$ cat src/vhs_pkg.sv
// ----------------------------------------------------------------------------
// vhs_pkg
// Shared types and constants for the decision hangover smoother.
// ----------------------------------------------------------------------------
`default_nettype none

package vhs_pkg;

    // field and register widths
    localparam int FRAME_W      = 32;
    localparam int TRAP_W       = 6;
    localparam int CFG_IDX_W    = 1;

    // default depth of the pending frame store
    localparam int MAX_TRAP_DEF = 32;

    // reset values of the trap registers
    localparam logic [TRAP_W-1:0] SPEECH_TRAP_RST = 6'd5;
    localparam logic [TRAP_W-1:0] SIL_TRAP_RST    = 6'd20;

    // configuration register indexes
    localparam logic [CFG_IDX_W-1:0] CFG_SPEECH_TRAP = 1'b0;
    localparam logic [CFG_IDX_W-1:0] CFG_SIL_TRAP    = 1'b1;

    // input commands
    localparam logic CMD_FRAME = 1'b0;
    localparam logic CMD_END   = 1'b1;

    // sequencer states
    typedef enum logic [1:0] {
        ST_IDLE,
        ST_READ,
        ST_EMIT,
        ST_TAIL
    } vhs_state_t;

endpackage

`default_nettype wire

$ cat src/vhs_in_if.sv
// ----------------------------------------------------------------------------
// vhs_in_if
// Decision channel: one raw frame decision or an end-of-stream command.
// ----------------------------------------------------------------------------
`default_nettype none

interface vhs_in_if;
    logic                         valid;
    logic                         ready;
    logic                         command;
    logic [vhs_pkg::FRAME_W-1:0]  frame_index;
    logic                         raw_is_silence;

    modport source (output valid, output command, output frame_index,
                    output raw_is_silence, input ready);
    modport sink   (input valid, input command, input frame_index,
                    input raw_is_silence, output ready);
endinterface

`default_nettype wire

$ cat src/vhs_out_if.sv
// ----------------------------------------------------------------------------
// vhs_out_if
// Label channel: one smoothed label per frame.
// ----------------------------------------------------------------------------
`default_nettype none

interface vhs_out_if;
    logic                         valid;
    logic                         ready;
    logic [vhs_pkg::FRAME_W-1:0]  out_frame_index;
    logic                         is_speech;
    logic                         last_of_run;

    modport source (output valid, output out_frame_index, output is_speech,
                    output last_of_run, input ready);
    modport sink   (input valid, input out_frame_index, input is_speech,
                    input last_of_run, output ready);
endinterface

`default_nettype wire

$ cat src/vhs_pend_mem.sv
// ----------------------------------------------------------------------------
// vhs_pend_mem
// Pending frame index store: one write port, one read port, registered read.
// ----------------------------------------------------------------------------
`default_nettype none

module vhs_pend_mem #(
    parameter int DEPTH  = vhs_pkg::MAX_TRAP_DEF,
    parameter int ADDR_W = (DEPTH > 1) ? $clog2(DEPTH) : 1,
    parameter int DATA_W = vhs_pkg::FRAME_W
) (
    input  wire logic              clk,
    input  wire logic              wr_en,
    input  wire logic [ADDR_W-1:0] wr_addr,
    input  wire logic [DATA_W-1:0] wr_data,
    input  wire logic              rd_en,
    input  wire logic [ADDR_W-1:0] rd_addr,
    output logic      [DATA_W-1:0] rd_data
);

    logic [DATA_W-1:0] mem [DEPTH];

    // write port
    always_ff @(posedge clk)
    begin
        if (wr_en)
        begin
            mem[wr_addr] <= wr_data;
        end
    end

    // read port, data held until the next read
    always_ff @(posedge clk)
    begin
        if (rd_en)
        begin
            rd_data <= mem[rd_addr];
        end
    end

endmodule

`default_nettype wire

$ cat src/vad_decision_hangover_smoother.sv
// ----------------------------------------------------------------------------
// vad_decision_hangover_smoother
// Hangover smoothing of raw per-frame silence/speech decisions.
// ----------------------------------------------------------------------------
//
//  channel    dir  handshake            payload
//  decision   in   valid/ready          command, frame_index, raw_is_silence
//  label      out  valid/ready          out_frame_index, is_speech, last_of_run
//  cfg        in   cfg_we (no stall)    cfg_index, cfg_wdata
//
//  An item that releases nothing leaves the sequencer in ST_IDLE. One that
//  releases pending frames runs ST_READ and ST_EMIT, then ST_TAIL when its
//  own frame follows; a frame that agrees with an empty store runs ST_TAIL
//  only. The single read port of the pending store sets the pace of one label
//  per cycle while the label register is free. Reset clears mode, pending
//  count and the sequencer; the store itself is not cleared. A stalled label
//  register holds the drain in place, while a new decision is still taken as
//  soon as the previous one has handed its last label to the label register.
// ----------------------------------------------------------------------------
`default_nettype none

module vad_decision_hangover_smoother #(
    parameter int MAX_TRAP = vhs_pkg::MAX_TRAP_DEF
) (
    input  wire logic                          clk,
    input  wire logic                          rst_n,
    vhs_in_if.sink                             decision,
    vhs_out_if.source                          label,
    input  wire logic                          cfg_we,
    input  wire logic [vhs_pkg::CFG_IDX_W-1:0] cfg_index,
    input  wire logic [vhs_pkg::TRAP_W-1:0]    cfg_wdata
);

    localparam int AW    = (MAX_TRAP > 1) ? $clog2(MAX_TRAP) : 1;
    localparam int CW    = $clog2(MAX_TRAP + 1);
    localparam int CMP_W = (CW > vhs_pkg::TRAP_W) ? CW : vhs_pkg::TRAP_W;
    localparam logic [CW-1:0] CNT_MAX = CW'(MAX_TRAP);

    vhs_pkg::vhs_state_t state_reg, state_next;

    logic [vhs_pkg::TRAP_W-1:0]  speech_trap_reg;
    logic [vhs_pkg::TRAP_W-1:0]  sil_trap_reg;
    logic                        mode_reg;
    logic [CW-1:0]               count_reg;
    logic [AW-1:0]               rd_ptr_reg;
    logic [AW-1:0]               last_ptr_reg;
    logic                        tail_reg;
    logic                        label_reg;
    logic [vhs_pkg::FRAME_W-1:0] frame_reg;

    logic                        out_valid_reg;
    logic [vhs_pkg::FRAME_W-1:0] out_index_reg;
    logic                        out_speech_reg;
    logic                        out_last_reg;

    logic                        acc;
    logic                        is_end;
    logic                        agrees;
    logic [CW-1:0]               push_count;
    logic [vhs_pkg::TRAP_W-1:0]  trap_sel;
    logic                        hit;
    logic [CW-1:0]               drain_n;
    logic                        out_free;

    logic                        wr_en;
    logic                        rd_en;
    logic [AW-1:0]               rd_addr;
    logic [vhs_pkg::FRAME_W-1:0] rd_data;
    logic                        load_out;
    logic [vhs_pkg::FRAME_W-1:0] load_index;
    logic                        load_speech;
    logic                        load_last;

    // pending frame store
    vhs_pend_mem #(
        .DEPTH  (MAX_TRAP),
        .ADDR_W (AW),
        .DATA_W (vhs_pkg::FRAME_W)
    ) u_pend_mem (
        .clk     (clk),
        .wr_en   (wr_en),
        .wr_addr (count_reg[AW-1:0]),
        .wr_data (decision.frame_index),
        .rd_en   (rd_en),
        .rd_addr (rd_addr),
        .rd_data (rd_data)
    );

    // decision decode
    assign decision.ready = (state_reg == vhs_pkg::ST_IDLE);
    assign acc        = decision.valid && decision.ready;
    assign is_end     = (decision.command == vhs_pkg::CMD_END);
    assign agrees     = mode_reg ? !decision.raw_is_silence : decision.raw_is_silence;
    assign push_count = (count_reg == CNT_MAX) ? count_reg : count_reg + CW'(1);
    assign trap_sel   = mode_reg ? sil_trap_reg : speech_trap_reg;
    assign hit        = (trap_sel == '0)
                        || (CMP_W'(push_count) >= CMP_W'(trap_sel))
                        || (push_count == CNT_MAX);
    assign drain_n    = (is_end || agrees) ? count_reg : push_count;
    assign wr_en      = acc && !is_end && !agrees && (count_reg != CNT_MAX);
    assign out_free   = !out_valid_reg || label.ready;

    // next state
    always_comb
    begin
        state_next = state_reg;
        unique case (state_reg)
            vhs_pkg::ST_IDLE:
            begin
                if (acc)
                begin
                    if (is_end)
                    begin
                        state_next = (count_reg != '0) ? vhs_pkg::ST_READ : vhs_pkg::ST_IDLE;
                    end
                    else if (agrees)
                    begin
                        state_next = (count_reg != '0) ? vhs_pkg::ST_READ : vhs_pkg::ST_TAIL;
                    end
                    else
                    begin
                        state_next = hit ? vhs_pkg::ST_READ : vhs_pkg::ST_IDLE;
                    end
                end
            end
            vhs_pkg::ST_READ:
            begin
                state_next = vhs_pkg::ST_EMIT;
            end
            vhs_pkg::ST_EMIT:
            begin
                if (out_free && (rd_ptr_reg == last_ptr_reg))
                begin
                    state_next = tail_reg ? vhs_pkg::ST_TAIL : vhs_pkg::ST_IDLE;
                end
            end
            vhs_pkg::ST_TAIL:
            begin
                if (out_free)
                begin
                    state_next = vhs_pkg::ST_IDLE;
                end
            end
            default:
            begin
                state_next = vhs_pkg::ST_IDLE;
            end
        endcase
    end

    // sequencer outputs: store reads and label loads
    always_comb
    begin
        rd_en       = 1'b0;
        rd_addr     = rd_ptr_reg;
        load_out    = 1'b0;
        load_index  = rd_data;
        load_speech = label_reg;
        load_last   = 1'b0;
        unique case (state_reg)
            vhs_pkg::ST_IDLE:
            begin
                rd_en = 1'b0;
            end
            vhs_pkg::ST_READ:
            begin
                rd_en = 1'b1;
            end
            vhs_pkg::ST_EMIT:
            begin
                if (out_free)
                begin
                    load_out  = 1'b1;
                    load_last = (rd_ptr_reg == last_ptr_reg) && !tail_reg;
                    if (rd_ptr_reg != last_ptr_reg)
                    begin
                        rd_en   = 1'b1;
                        rd_addr = rd_ptr_reg + AW'(1);
                    end
                end
            end
            vhs_pkg::ST_TAIL:
            begin
                if (out_free)
                begin
                    load_out   = 1'b1;
                    load_index = frame_reg;
                    load_last  = 1'b1;
                end
            end
            default:
            begin
                rd_en = 1'b0;
            end
        endcase
    end

    // control state
    always_ff @(posedge clk or negedge rst_n)
    begin
        if (!rst_n)
        begin
            state_reg <= vhs_pkg::ST_IDLE;
            mode_reg  <= 1'b0;
            count_reg <= '0;
        end
        else
        begin
            state_reg <= state_next;
            if (acc)
            begin
                if (is_end || agrees)
                begin
                    count_reg <= '0;
                end
                else if (hit)
                begin
                    count_reg <= '0;
                    mode_reg  <= !mode_reg;
                end
                else
                begin
                    count_reg <= push_count;
                end
            end
        end
    end

    // trap registers
    always_ff @(posedge clk or negedge rst_n)
    begin
        if (!rst_n)
        begin
            speech_trap_reg <= vhs_pkg::SPEECH_TRAP_RST;
            sil_trap_reg    <= vhs_pkg::SIL_TRAP_RST;
        end
        else if (cfg_we)
        begin
            unique case (cfg_index)
                vhs_pkg::CFG_SPEECH_TRAP: speech_trap_reg <= cfg_wdata;
                vhs_pkg::CFG_SIL_TRAP:    sil_trap_reg    <= cfg_wdata;
                default:                  speech_trap_reg <= speech_trap_reg;
            endcase
        end
    end

    // drain bookkeeping
    always_ff @(posedge clk)
    begin
        if (acc)
        begin
            rd_ptr_reg   <= '0;
            last_ptr_reg <= AW'(drain_n - CW'(1));
            tail_reg     <= !is_end && agrees;
            label_reg    <= (is_end || agrees) ? mode_reg : !mode_reg;
            frame_reg    <= decision.frame_index;
        end
        else if (rd_en && (state_reg == vhs_pkg::ST_EMIT))
        begin
            rd_ptr_reg <= rd_addr;
        end
    end

    // label register
    always_ff @(posedge clk or negedge rst_n)
    begin
        if (!rst_n)
        begin
            out_valid_reg <= 1'b0;
        end
        else if (load_out)
        begin
            out_valid_reg <= 1'b1;
        end
        else if (label.ready)
        begin
            out_valid_reg <= 1'b0;
        end
    end

    always_ff @(posedge clk)
    begin
        if (load_out)
        begin
            out_index_reg  <= load_index;
            out_speech_reg <= load_speech;
            out_last_reg   <= load_last;
        end
    end

    assign label.valid           = out_valid_reg;
    assign label.out_frame_index = out_index_reg;
    assign label.is_speech       = out_speech_reg;
    assign label.last_of_run     = out_last_reg;

endmodule

`default_nettype wire

$ cat src/flat_wrapper.sv
// flat-port wrapper written by rule: the top's interface ports become plain ports
module vad_decision_hangover_smoother_flat 
#(
    parameter int MAX_TRAP = vhs_pkg::MAX_TRAP_DEF
)
  (clk, rst_n, cfg_we, cfg_index, cfg_wdata, decision_valid, decision_command, decision_frame_index, decision_raw_is_silence, decision_ready, label_valid, label_out_frame_index, label_is_speech, label_last_of_run, label_ready);
  vhs_in_if decision_i ();
  vhs_out_if label_i ();
  input  wire logic clk;
  input  wire logic rst_n;
  input  wire logic cfg_we;
  input  wire logic [vhs_pkg::CFG_IDX_W-1:0] cfg_index;
  input  wire logic [vhs_pkg::TRAP_W-1:0] cfg_wdata;
  input wire logic [$bits(decision_i.valid)-1:0] decision_valid;
  input wire logic [$bits(decision_i.command)-1:0] decision_command;
  input wire logic [$bits(decision_i.frame_index)-1:0] decision_frame_index;
  input wire logic [$bits(decision_i.raw_is_silence)-1:0] decision_raw_is_silence;
  output wire logic [$bits(decision_i.ready)-1:0] decision_ready;
  output wire logic [$bits(label_i.valid)-1:0] label_valid;
  output wire logic [$bits(label_i.out_frame_index)-1:0] label_out_frame_index;
  output wire logic [$bits(label_i.is_speech)-1:0] label_is_speech;
  output wire logic [$bits(label_i.last_of_run)-1:0] label_last_of_run;
  input wire logic [$bits(label_i.ready)-1:0] label_ready;
  assign decision_i.valid = decision_valid;
  assign decision_i.command = decision_command;
  assign decision_i.frame_index = decision_frame_index;
  assign decision_i.raw_is_silence = decision_raw_is_silence;
  assign decision_ready = decision_i.ready;
  assign label_valid = label_i.valid;
  assign label_out_frame_index = label_i.out_frame_index;
  assign label_is_speech = label_i.is_speech;
  assign label_last_of_run = label_i.last_of_run;
  assign label_i.ready = label_ready;
  vad_decision_hangover_smoother #(.MAX_TRAP(MAX_TRAP)) u_core (.clk(clk), .rst_n(rst_n), .decision(decision_i), .label(label_i), .cfg_we(cfg_we), .cfg_index(cfg_index), .cfg_wdata(cfg_wdata));
endmodule
$ cat config.mk
export PLATFORM = sky130hd
export DESIGN_NAME = vad_decision_hangover_smoother_flat
export DESIGN_NICKNAME = d
export VERILOG_FILES = /design/src/vhs_pkg.sv /design/src/vhs_in_if.sv /design/src/vhs_out_if.sv /design/src/vhs_pend_mem.sv /design/src/vad_decision_hangover_smoother.sv /design/src/flat_wrapper.sv
export SDC_FILE = /design/constraint.sdc
export NUM_CORES = 1
export LEC_CHECK = 0
export BUFFER_PORTS_ARGS = -buffer_cell sky130_fd_sc_hd__buf_2
export CAP_MARGIN = 40
export CORE_MARGIN = 2
export CORE_UTILIZATION = 62
export DETAILED_ROUTE_END_ITERATION = 12
export PLACE_DENSITY = 0.79
export SYNTH_ARGS = -nofsm -noshare
export SYNTH_HDL_FRONTEND = slang
export SYNTH_HIERARCHICAL = 1
export SYNTH_SLANG_ARGS = --single-unit
$ cat constraint.sdc
create_clock -name clk -period 4.6 [get_ports clk]
set_input_delay 0.23 -clock clk [delete_from_list [all_inputs] [get_ports clk]]
set_output_delay 0.23 -clock clk [all_outputs]
set_load 0.01 [all_outputs]
## Word level (Yosys, flattened, before mapping)

Memory sizes are Yosys's and may differ from the RTL's. A register that Yosys moved wholly into a read port is not among the register bits.
Index checks and enable logic that the tools add are counted.

- Register bits after elaboration: 100
- Bits in latches: 0
- Bits in writable memories: 1,024
- Memory bits (read-only): 0
- Output and inout port bits: 36
- Word-level logic and storage cells: 92
- Memories kept: 1

- Add/subtract/negate cells: 3
- Multipliers: 0
- Divide/modulo/power cells: 0
- $lt $le $gt $ge: 1
- Eq/ne operators: 11
- Shifts and indexed selects: 0
- Mux-type cells: 33
- Bitwise logic cells: 2
- Reductions and logical operators: 27

Memory list:

| memory | depth | bits a word | rd ports | clocked after Yosys merged registers in | write ports | RTL line | text |
|---|---|---|---|---|---|---|---|
| u_core.u_pend_mem.mem | 32 | 32 | 1 | 1 | 1 | vhs_pend_mem.sv:21 | `logic [DATA_W-1:0] mem [DEPTH];` |

Operators by type and width:

| operator | number |
|---|---|
| $mux W32 | 2 |
| $mux W6 | 4 |
| $mux W5 | 4 |
| $mux W2 | 7 |
| $mux W1 | 13 |
| $eq A6 B6 Y1 const B | 2 |
| $logic_and A1 B1 Y1 | 8 |
| $pmux W2 S4 | 1 |
| $add A6 B1 Y6 const B | 1 |
| $ge A6 B6 Y1 | 1 |
| $logic_not A1 Y1 | 6 |
| $logic_not A6 Y1 | 1 |
| $ne A6 B6 Y1 const B | 1 |
| $reduce_and A3 Y1 | 2 |
| $reduce_bool A6 Y1 | 1 |
| $add A5 B1 Y5 const B | 1 |
| $eq A5 B5 Y1 | 1 |
| $ne A5 B5 Y1 | 1 |
| $sub A5 B1 Y5 const B | 1 |
| $eq A2 B2 Y1 const B | 2 |
| $logic_or A1 B1 Y1 | 4 |
| $ne A2 B1 Y1 const B | 2 |
| $pmux W1 S2 | 2 |
| $reduce_and A2 Y1 | 2 |
| 6 further kinds | 7 |

## Depth between registers and ports, before layout

- Depth after elaboration: 10
- Gate-level depth with buffers: 14
- Gate-level depth less buffers: 12

## Hierarchy

The synthesis kept the hierarchy.

By module, submodules not included:

| module | times used | cells an instance | area an instance (µm²) |
|---|---|---|---|
| vhs_pend_mem | 1 | 2,260 | 40,811.6 |
| vad_decision_hangover_smoother | 1 | 323 | 4,535.6 |

## Least setup slack after synthesis

Ideal clock, no wire load.

- Path type: reg2reg
- Start: reg u_core.count_reg[0]
- End: mem u_core/u_pend_mem/mem[12][0] (netlist name), enable pin
- Arrival time: 3.496 ns
- Required time: 4.179 ns
- Path slack: 0.683 ns
- Cell stages (with the launch flop): 10
- Period minus slack after synthesis: 3.917 ns
- Cell sequence: dfrtp_1 buf_2 inv_1 ha_1 or3b_4 nor2_1 nor3_1 or3b_2 clkbuf_1 nor2_1

- Word-level cells in the longest chain between the ends: 4

RTL lines:

| what | RTL line | text |
|---|---|---|
| start, declared | vad_decision_hangover_smoother.sv:44 | `logic [CW-1:0] count_reg;` |
| start signal, assigned | vad_decision_hangover_smoother.sv:223 | `count_reg <= push_count;` |
| $ne A6 B6 Y1 | vad_decision_hangover_smoother.sv:100 | `assign wr_en = acc && !is_end && !agrees && (count_reg != CNT_MAX);` |
| $logic_and A1 B1 Y1 | vad_decision_hangover_smoother.sv:100 |  |
| via u_core.wr_en | vad_decision_hangover_smoother.sv:65 | `logic wr_en;` |
| $mux W1 | vhs_pend_mem.sv:26 | `if (wr_en)` |
| $mux W1 (implied by the code) | vhs_pend_mem.sv:28 | `mem[wr_addr] <= wr_data;` |
| end, declared | vhs_pend_mem.sv:21 |  |

The timed path passes the listed nets, and every way through them passes these cells.

## Worst setup path in the final report

- Start: reg u_core.state_reg[0]
- End: reg u_core.u_pend_mem.rd_data[8] (read register of u_core.u_pend_mem.mem), data pin

- Word-level cells in the longest chain between the ends: 2
- Elaborated cells on any way between the ends: 4
- Classes of those cells: 2 x eq/ne; 2 x mux

RTL lines:

| what | RTL line | text |
|---|---|---|
| start, declared | vad_decision_hangover_smoother.sv:39 | `vhs_pkg::vhs_state_t state_reg, state_next;` |
| start signal, assigned | vad_decision_hangover_smoother.sv:203 | `state_reg <= vhs_pkg::ST_IDLE;` |
| start signal, assigned | vad_decision_hangover_smoother.sv:209 | `state_reg <= state_next;` |
| $eq A2 B2 Y1 | vad_decision_hangover_smoother.sv:160 | `unique case (state_reg)` |
| $mux W5 | vad_decision_hangover_smoother.sv:160 |  |
| via u_core.rd_addr[2] | vad_decision_hangover_smoother.sv:67 | `logic [AW-1:0] rd_addr;` |
| end, declared | vhs_pend_mem.sv:18 | `output logic [DATA_W-1:0] rd_data` |

The timed path passes the listed nets, and every way through them passes these cells.
A chain may end at the register's enable or synchronous reset.

==> impl_results.rst <==
.. list-table::
   :header-rows: 1

   * - Metric
     - Value
   * - Relative slew slack
     - 43.7%
   * - Final weighted congestion in routability-driven placement
     - 0.930
   * - Largest net degree at the start of global routing
     - 129
   * - Count of cell types in the netlist
     - 52
   * - Final hold violation count
     - 0
   * - Net count reported at finish
     - 2790
   * - Worst Hold Class
     - primary input to flip-flop
   * - Post-route worst hold slack
     - 0.0331 ns
   * - Total overflow reported by the global router
     - 0
   * - Asr flop ratio synth
     - 1.90%
   * - Maximum capacitance violations
     - 0
   * - Largest register by flop count
     - u_core/u_pend_mem/mem
   * - Final TNS setup
     - 0 ns
   * - Worst Min Path Start
     - decision_frame_index[21]
   * - Worst Path Arrival
     - 4.36 ns
   * - Clock buffer count from CTS
     - 108
   * - Number of instances resized during post-cts repair
     - 0
   * - Count of boundary I/O pins
     - 82
   * - Worst path max stage delay
     - 0.55 ns
   * - Library cell contributing the largest single delay on the critical path
     - sky130_fd_sc_hd__and2_4
   * - Sequential share of the synthesized area
     - 76.2%
   * - IO Port Bufs
     - 81
   * - Later-pin clock latency in the skew report
     - 0.69 ns
   * - Slew at the pin closest to its max-slew limit
     - 0.843 ns
   * - Critical path startpoint category
     - flip-flop
   * - CTS tree
     - built
   * - Synthesized Nets
     - 2643
   * - Post-detailed-route DRC marker count
     - 0
   * - RR Startpoint
     - u_core/state_reg[0]
   * - Cell occurring most often along the worst timing path
     - sky130_fd_sc_hd__nand2_1
   * - Max reg flops
     - 1024
   * - Wire length of the first global-routing pass
     - 160000 um
   * - Clock slew seen by the registers of the worst setup and hold paths
     - 0.06 ns
   * - Fillcell total
     - 4264
   * - Area contributors post-synth
     - sky130_fd_sc_hd__edfxtp_1 75%, sky130_fd_sc_hd__mux2i_1 12%, sky130_fd_sc_hd__a22oi_1 1.6%
   * - # setup viols final
     - 0
   * - Initial cell density of the core
     - 62.4%
   * - Required arrival time at the worst endpoint
     - 4.98 ns
   * - Global-route total usage across every layer
     - 29.2%
   * - Via count of the first global-routing pass
     - 25261
   * - Post-layout minimum cycle time
     - 3.97 ns
   * - Critical-path cell list
     - inv_1, ha_1, nand2_1, a21oi_2, nand2_1, xnor2_1, and2_4, buf_4, a22o_1, nor3_1, a31oi_1, nand3_1
   * - Post-synthesis area per instance
     - 17.6 sq um
   * - Core region area
     - 0.0727 sq mm
   * - Synthesized flop and latch total
     - 1156
   * - Overall die width
     - 274 um
   * - IR Drop Worst-Case VDD
     - 0.376 mV
   * - Cell type with the largest total area after synthesis
     - sky130_fd_sc_hd__edfxtp_1
   * - Number of sinks driven by the clock tree
     - 1156
   * - Area growth from synthesis to layout
     - 12.5%
   * - Summed instance area of the synthesized netlist
     - 0.0453 sq mm
   * - Average detailed-routed wire length per instance
     - 28.9 um
   * - Total wirelength of the detailed-routed design
     - 109000 um
   * - Floorplan die area
     - 0.0753 sq mm
   * - Drt first-iter violations
     - 2942
   * - Area share of the leading cell type in the synthesized netlist
     - 74.8%
   * - Final clock period utilization by the worst path
     - 86.4%
   * - Instance count of the mapped netlist
     - 2583
   * - Antenna violations before repair
     - 5
   * - Largest clock skew in the final design
     - 0.0388 ns
   * - Maximum fanout along the worst path
     - 29
   * - Leak pwr
     - 16.5 nW
   * - Count of TritonRoute iterations in the first routing pass
     - 7
   * - Antenna Violating Nets Remaining
     - 0
   * - Classification of the worst setup path
     - flip-flop to flip-flop
   * - Critical path launch point
     - u_core/state_reg[0]
   * - Vertical die dimension
     - 274 um
   * - CTS H-tree depth
     - 3
   * - Overall via count from detail_route
     - 24870
   * - Setup repair after global routing missed its margin
     - no
   * - Max Clock Freq
     - 252 MHz
   * - Number of synthesized flops with an enable pin
     - 1129
   * - Type of destination of the critical path
     - flip-flop
   * - Root Driver
     - sky130_fd_sc_hd__clkbuf_16
   * - Count of standard-cell rows
     - 99
   * - Longest Clk Path Bufs
     - 3
   * - Final slew viol count
     - 0
   * - Fraction of layout instances using a drive strength above 1
     - 14.7%
   * - Run status
     - finished, final reports clean
   * - Most common flop cell mapped by yosys
     - sky130_fd_sc_hd__edfxtp_1
   * - Warnings, synthesis
     - 6
   * - Power per cell area
     - 549 mW/mm^2
   * - Ratio of routed vias to standard cells
     - 6.58
   * - DP HPWL
     - 60100 um
placed cells by master, fill, tap and decap left out, types with 3 or more instances in the layout:
cell type / netlist / routed
sky130_fd_sc_hd__inv_1: 12 / 12
sky130_fd_sc_hd__dlygate4sd3_1: 0 / 10
sky130_fd_sc_hd__mux2_2: 45 / 45
sky130_fd_sc_hd__bufinv_16: 0 / 10
sky130_fd_sc_hd__buf_4: 34 / 52
sky130_fd_sc_hd__clkbuf_16: 0 / 110
sky130_fd_sc_hd__dfstp_2: 4 / 4
sky130_fd_sc_hd__clkbuf_1: 44 / 26
sky130_fd_sc_hd__a31oi_1: 34 / 34
sky130_fd_sc_hd__a21oi_1: 104 / 104
sky130_fd_sc_hd__nand2_1: 116 / 114
sky130_fd_sc_hd__xor2_1: 11 / 10
sky130_fd_sc_hd__o21ai_0: 14 / 14
sky130_fd_sc_hd__nor3_1: 37 / 37
sky130_fd_sc_hd__clkinv_2: 0 / 19
sky130_fd_sc_hd__a22o_1: 64 / 64
sky130_fd_sc_hd__nand3b_1: 5 / 5
sky130_fd_sc_hd__dfrtp_1: 18 / 18
sky130_fd_sc_hd__a22oi_1: 96 / 96
sky130_fd_sc_hd__xnor2_1: 14 / 14
sky130_fd_sc_hd__clkinv_1: 1 / 26
sky130_fd_sc_hd__edfxtp_1: 1129 / 1129
sky130_fd_sc_hd__nand3_1: 108 / 108
sky130_fd_sc_hd__nor2_4: 0 / 34
sky130_fd_sc_hd__buf_12: 0 / 31
sky130_fd_sc_hd__buf_2: 35 / 81
sky130_fd_sc_hd__dfxtp_1: 5 / 5
sky130_fd_sc_hd__ha_1: 14 / 14
sky130_fd_sc_hd__nand2b_1: 5 / 3
sky130_fd_sc_hd__mux2i_1: 522 / 522
sky130_fd_sc_hd__or3b_2: 3 / 3
sky130_fd_sc_hd__nor2_1: 54 / 20
critical path, delay by kind of cell (launching register included):
| family | cells | cell delay [ns] |
|---|---|---|
| compound gates | 3 | 1.00 |
| flops | 1 | 0.42 |
| xor+xnor | 1 | 0.50 |
| buf+inv | 2 | 0.52 |
| fa+ha+maj | 1 | 0.28 |
| simple gates | 5 | 0.95 |
repair_timing:
action / in CTS / in global routing
endpoints found under the setup margin: 0 / 0
endpoints found under the hold margin: 37 / 0
setup buffers: 0 / 0
hold buffers: 10 / 0
cells in the mapped netlist, types with 2 or more instances:
cell,count
sky130_fd_sc_hd__a21oi_1,104
sky130_fd_sc_hd__a22o_1,64
sky130_fd_sc_hd__a22oi_1,96
sky130_fd_sc_hd__a31oi_1,34
sky130_fd_sc_hd__a41oi_1,2
sky130_fd_sc_hd__and2_1,2
sky130_fd_sc_hd__and3_1,2
sky130_fd_sc_hd__buf_1,6
sky130_fd_sc_hd__buf_2,35
sky130_fd_sc_hd__buf_4,34
sky130_fd_sc_hd__buf_6,16
sky130_fd_sc_hd__clkbuf_1,44
sky130_fd_sc_hd__clkbuf_4,2
sky130_fd_sc_hd__dfrtp_1,18
sky130_fd_sc_hd__dfstp_2,4
sky130_fd_sc_hd__dfxtp_1,5
sky130_fd_sc_hd__edfxtp_1,1129
sky130_fd_sc_hd__ha_1,14
sky130_fd_sc_hd__inv_1,12
sky130_fd_sc_hd__mux2_2,45
sky130_fd_sc_hd__mux2i_1,522
sky130_fd_sc_hd__nand2_1,116
sky130_fd_sc_hd__nand2b_1,5
sky130_fd_sc_hd__nand3_1,108
sky130_fd_sc_hd__nand3b_1,5
sky130_fd_sc_hd__nor2_1,54
sky130_fd_sc_hd__nor2b_1,4
sky130_fd_sc_hd__nor3_1,37
sky130_fd_sc_hd__nor4_1,2
sky130_fd_sc_hd__o21ai_0,14
sky130_fd_sc_hd__o21ai_1,2
sky130_fd_sc_hd__or3b_2,3
sky130_fd_sc_hd__xnor2_1,14
sky130_fd_sc_hd__xor2_1,11
cell families after synthesis:
kind of cell | Yosys count | synth area share, %
AOI/OAI and AO/OA | 326 | 4.90
muxes | 567 | 12.6
adders and majority gates | 14 | 0.386
xor gates and xnor gates | 25 | 0.483
DFF | 1156 | 76.2
buffers and inverters | 151 | 1.91
and+or+nand+nor | 344 | 3.47
power by group:
group,leakage (nW),switching (mW),total (mW),internal [mW]
clock,1.68,3.74,8.70,4.96
combinational,4.35,3.99,6.97,2.97
sequential,10.5,0.206,12.4,12.1
worst paths after layout:
| path | end | slack [ns] | depth (start not counted) |
|---|---|---|---|
| worst max register to register | u_core/u_pend_mem/rd_data[8] | 0.63 | 12 |
| max in group asynchronous | u_core/speech_trap_reg[0] | 4.16 | 2 |
| min in group asynchronous | u_core/speech_trap_reg[4] | 0.08 | 2 |
| worst min register to register | u_core/label.is_speech | 0.44 | 0 |
| worst min-delay path | u_core/u_pend_mem/mem[31][21] | 0.03 | 1 |
| worst max-delay path | u_core/u_pend_mem/rd_data[8] | 0.63 | 12 |
layer usage:
layer / track usage [%] / up-vias / share of wire [%]
li1: - / 10500 / -
met2: 48.2 / 1455 / 49
met4: 11.6 / 8 / 4.0
met1: 39.1 / 12605 / 38
met5: 0 / - / 0.051
met3: 5.29 / 302 / 9.7
area by class of cell:
class / instances / area, sq um / area share [%]
tap: 959 / 1200 / 2.35
antenna: 1 / 2.50 / 0.00491
clock buffer: 138 / 2880 / 5.64
sequential: 1156 / 34600 / 67.8
inverter: 14 / 52.6 / 0.103
clock inverter: 59 / 563 / 1.10
timing repair buffer: 174 / 1520 / 2.97
multi-input combinational: 1276 / 10200 / 20.1
metrics by stage:
stage          area (sq um)  power (mW)  setup WS (ns)  instances  util (%)
2_1_floorplan         45300        17.8          0.683       2583         -
3_3_place_gp          47400        19.2          0.825       3568      65.2
3_5_place_dp          47500        19.4          0.671       3569      65.3
4_1_cts               51000        28.0          0.692       3776      70.1
5_1_grt               51000        28.9          0.419       3776      70.1
6_report              51000        28.0          0.627       3777      70.1
Power figures use the tool's default switching activity.
